==> config.mk <==
export PLATFORM = sky130hd
export DESIGN_NAME = isort_ctrl
export DESIGN_NICKNAME = d
export VERILOG_FILES = /design/src/design/isort_pkg.sv /design/src/design/isort_ctrl.sv
export SDC_FILE = /design/constraint.sdc
export NUM_CORES = 1
export LEC_CHECK = 0
export BUFFER_PORTS_ARGS = -buffer_cell sky130_fd_sc_hd__buf_2
export CAP_MARGIN = 20
export CORE_UTILIZATION = 35
export DETAILED_ROUTE_END_ITERATION = 8
export PLACE_DENSITY = 0.68
export SLEW_MARGIN = 20
export SYNTH_ARGS = -nofsm -noshare
export SYNTH_HDL_FRONTEND = slang
export SYNTH_SLANG_ARGS = --single-unit
==> constraint.sdc <==
create_clock -name clk -period 1.8 [get_ports clk]
set_input_delay 0.36 -clock clk [delete_from_list [all_inputs] [get_ports clk]]
set_output_delay 0.36 -clock clk [all_outputs]
set_load 0.03 [all_outputs]
==> src/design/isort_pkg.sv <==
// Shared types and constants for the insertion sorter.
package isort_pkg;

  // Store depth and the widths that follow from it.
  localparam int MAX_ITEMS = 64;
  localparam int CNT_W     = $clog2(MAX_ITEMS + 1);
  localparam logic [CNT_W-1:0] FILL_MAX = CNT_W'(MAX_ITEMS);
  localparam logic [CNT_W-1:0] FILL_ONE = CNT_W'(1);

  // One input beat.
  typedef struct packed {
    logic signed [31:0] value;
    logic               block_end;
  } in_item_t;

  // One result beat.
  typedef struct packed {
    logic signed [31:0] sorted_value;
    logic               final_result;
    logic               dropped_some;
  } out_item_t;

  // Commands from the controller to the datapath.
  typedef struct packed {
    logic             insert;
    logic             emit;
    logic             final_result;
    logic             dropped_some;
    logic [CNT_W-1:0] fill;
  } isort_cmd_t;

endpackage

==> src/design/isort_ctrl.sv <==
// Controller: accepts beats, tracks fill count and overflow, sequences output.
module isort_ctrl (
  input  logic                 clk,
  input  logic                 rst_n,
  input  logic                 start,
  input  logic                 block_end,
  output logic                 busy,
  output isort_pkg::isort_cmd_t cmd
);
  import isort_pkg::*;

  localparam logic ST_IDLE = 1'b0;
  localparam logic ST_EMIT = 1'b1;

  logic             state_r, state_nxt;
  logic [CNT_W-1:0] fill_r, fill_nxt;
  logic             ovf_r, ovf_nxt;
  logic             accept;
  logic             has_room;

  assign busy     = (state_r == ST_EMIT);
  assign accept   = start && !busy;
  assign has_room = (fill_r < FILL_MAX);

  // Next-state logic. During output the fill count doubles as the remaining count.
  always_comb begin
    state_nxt = state_r;
    fill_nxt  = fill_r;
    ovf_nxt   = ovf_r;
    unique case (state_r)
      ST_IDLE: begin
        if (accept) begin
          if (has_room) begin
            fill_nxt = fill_r + FILL_ONE;
          end else begin
            ovf_nxt = 1'b1;
          end
          if (block_end) begin
            state_nxt = ST_EMIT;
          end
        end
      end
      ST_EMIT: begin
        fill_nxt = fill_r - FILL_ONE;
        if (fill_r == FILL_ONE) begin
          state_nxt = ST_IDLE;
          ovf_nxt   = 1'b0;
        end
      end
      default: begin
        state_nxt = ST_IDLE;
      end
    endcase
  end

  // Control registers.
  always_ff @(posedge clk) begin
    if (!rst_n) begin
      state_r <= ST_IDLE;
      fill_r  <= '0;
      ovf_r   <= 1'b0;
    end else begin
      state_r <= state_nxt;
      fill_r  <= fill_nxt;
      ovf_r   <= ovf_nxt;
    end
  end

  // Commands to the datapath.
  always_comb begin
    cmd.insert       = accept && has_room;
    cmd.emit         = busy;
    cmd.final_result = (fill_r == FILL_ONE);
    cmd.dropped_some = ovf_r;
    cmd.fill         = fill_r;
  end

endmodule

==> results by group <==
Run status
  – Status: completed

Floorplan
  – # IOs: 16
  – Core footprint: approximately 1500 um^2
  – Die Wd: between 40 and 50 um
  – Row cnt: 14
  – Die area: about 1800 um^2
  – Initial Util: between 30% and 40%
  – Die Ht: approximately 42 um

CTS
  – Reg clk slew, reported paths: 0.06 ns
  – CTS Root Cell: clkbuf_4
  – TritonCTS Buffers: 3
  – Htree depth: 1
  – Clk sinks: 9
  – Clk Latency, worst-skew pair: between 0.2 and 0.3 ns
  – Hold buffer count at cts: 0
  – CTS tree: built
  – Post-cts gate resize count: 0
  – Postcts setup bufs: 0
  – Clk buf depth: 2

Power and ir drop
  – Leakage power total: between 0.3 and 0.4 nW
  – Power density over the cells: 976 nW/um^2
  – Design Power: approximately 640 uW
  – Worst vdd ir: 0.497 mV

Yosys
  – Post-synthesis sequential area ratio: approximately a third
  – Net Count, Synth: 68
  – Average cell area after synthesis: 9.11 um^2
  – Cell count after synthesis: 61
  – Cell area after synthesis: ~560 um^2
  – Yosys warning count: 0
  – Synth cell types: 29
  – Yosys reg bits: 9

STA
  – Achievable Freq: about 570 MHz
  – Fin. max-slew vios: 0
  – Final hold violation count: 0
  – Fin Setup TNS: 0 ns
  – Fin crit share: 97.6%
  – Skew final: between 0.0015 and 0.002 ns
  – Final WS setup: 0.0440 ns
  – Hold Slack: 0.417 ns
  – Slew HR: 76.4%
  – Least-Margin Pin Slew: 0.353 ns
  – Setup Viol. Count Final: 0
  – RSZ-0062 raised after global routing: no
  – Tmin final: approximately 1.8 ns

Detailed routing
  – Initial drt markers: 10
  – Drt first pass iters: 3
  – Drc violations: 0
  – Detailed Route WL: 1060 um
  – Routed vias: around 480
  – WL/cell: around 11 um
  – Average vias per placed instance: between 5 and 6
  – Post-DRT Antenna Nets: 0

Global routing
  – Met1 Use GR: between 10% and 20%
  – GRT Util Overall: between 10 and 15%
  – GRT overflow: 0
  – Largest net degree at the start of global routing: 13
  – Number of global-route vias before repair: ~450
  – First-pass GRT wire length: 1900 um
  – Grt met3 use: 2.61%
  – Global-route met2 utilization: ~22%
  – Grt peak-use layer: met2
  – Initial antenna violation count: 0

Setup path
  – Worst-path maximum fanout: 7
  – Data arrival, critical path: 1.40 ns
  – Setup crit start kind: flop
  – CP Capture Type: output port
  – Kind of critical path: reg2out
  – WP data required: roughly 1.4 ns
  – Register-to-register path setup slack: roughly 0.30 ns

Layout
  – Commonest non-fill, non-tap cell in the layout: buf_2
  – Fillers: 160
  – Commonest non-fill, non-tap cells in the layout: buf_2 (15), dfxtp_1 (9), and2_1 (5)
  – Area delta synth->final: 18.2%
  – Finished layout cell area: ~660 um^2
  – Layout cells sized above 1: between 20 and 30%
  – # nets final: 85
  – Ant diodes: 0

Placement
  – Area after DPL: between 600 and 700 um^2
  – Hpwl dp: just under 800 um
  – Pre-CTS setup slack: ~0.30 ns
  – PortBufs: 15
  – Routability cong.: slightly below 0.8

Job
  – Max Cap Viol: 0

Worst hold path
  – Hold/Removal Path Class: in2reg
## final cells by class
type | count | area (um^2) | area share, %
well taps | 16 | 20.0 | 3.05
repair buffers | 16 | 82.6 | 12.6
inverters | 3 | 11.3 | 1.71
flip-flops and latches | 9 | 180 | 27.4
clock buffers | 4 | 26.3 | 4.00
multi-input cells | 45 | 337 | 51.2
## worst paths after layout
path / startpoint / to / cells past startpoint
worst max-delay path: fill_r[3]$_SDFFE_PN0P_ / cmd[8] / 3
worst min-delay path: rst_n / fill_r[1]$_SDFFE_PN0P_ / 2
worst max register to register: fill_r[0]$_SDFFE_PN0P_ / fill_r[4]$_SDFFE_PN0P_ / 6
worst min register to register: ovf_r$_SDFFE_PN0P_ / ovf_r$_SDFFE_PN0P_ / 2
## cells in the mapped netlist
| cell type | count | area share (%) |
|---|---|---|
| nand2_1 | 4 | 2.7 |
| nor2b_1 | 2 | 2.3 |
| buf_2 | 1 | 0.90 |
| and3b_1 | 1 | 1.6 |
| and4b_1 | 2 | 3.6 |
| and4bb_1 | 2 | 4.5 |
| nand3_1 | 2 | 1.8 |
| mux2i_1 | 2 | 3.6 |
| o21ai_1 | 2 | 1.8 |
| a211oi_1 | 1 | 1.4 |
| a21oi_1 | 3 | 2.7 |
| a31oi_1 | 1 | 1.1 |
| clkbuf_4 | 1 | 1.4 |
| dfxtp_1 | 9 | 32 |
| nor4_2 | 1 | 2.3 |
| buf_4 | 2 | 2.7 |
| and3b_2 | 1 | 1.8 |
| nor2_1 | 2 | 1.4 |
| and2_1 | 5 | 5.6 |
| nor3_1 | 1 | 0.90 |
| a32oi_1 | 1 | 1.6 |
| and3_1 | 1 | 1.1 |
| inv_1 | 3 | 2.0 |
| o31ai_1 | 1 | 1.4 |
| o211a_1 | 1 | 1.8 |
| a311oi_1 | 1 | 1.6 |
| ha_1 | 3 | 6.8 |
| nand2b_1 | 1 | 1.1 |
| xnor2_1 | 4 | 6.3 |
## per-layer routing
| metal | vias up | share of wire (%) |
|---|---|---|
| met2 | 9 | 46 |
| li1 | 248 | - |
| met4 | 0 | 0 |
| met1 | 227 | 49 |
| met3 | 0 | 4.2 |
| met5 | - | 0 |
## worst max-delay path, cell delays in order, from the launching register on
cell and delay [ns]:
dfxtp_1 0.38, nor4_2 0.32, and3b_2 0.24, buf_2 0.20
## sequential cells by signal, summed over array words and instances, names as in the netlist
register and flops:
busy 1, fill_r 7, ovf_r 1
## report_power, final
part	internal [mW]	leakage [nW]	switching, mW
Clock	0.0855	0.0150	0.0713
Combinational	0.0921	0.228	0.129
Sequential	0.222	0.0737	0.0419
## kinds of logic after synthesis
family | Yosys count | synth area share [%]
AO/OA/AOI/OAI | 11 | 13.3
flip-flops | 9 | 32.4
adder cells (fa/ha/maj) | 3 | 6.76
AND/OR/NAND/NOR | 25 | 30.6
XOR/XNOR | 4 | 6.31
buffers and inverters | 7 | 6.98
multiplexers | 2 | 3.60
## stage by stage
step | std cells | utilization [%]
2_1_floorplan | 61 | -
3_3_place_gp | 89 | 42.4
3_5_place_dp | 89 | 42.4
4_1_cts | 93 | 44.1
5_1_grt | 93 | 44.1
6_report | 93 | 44.1
Power figures use the tool's default switching activity.
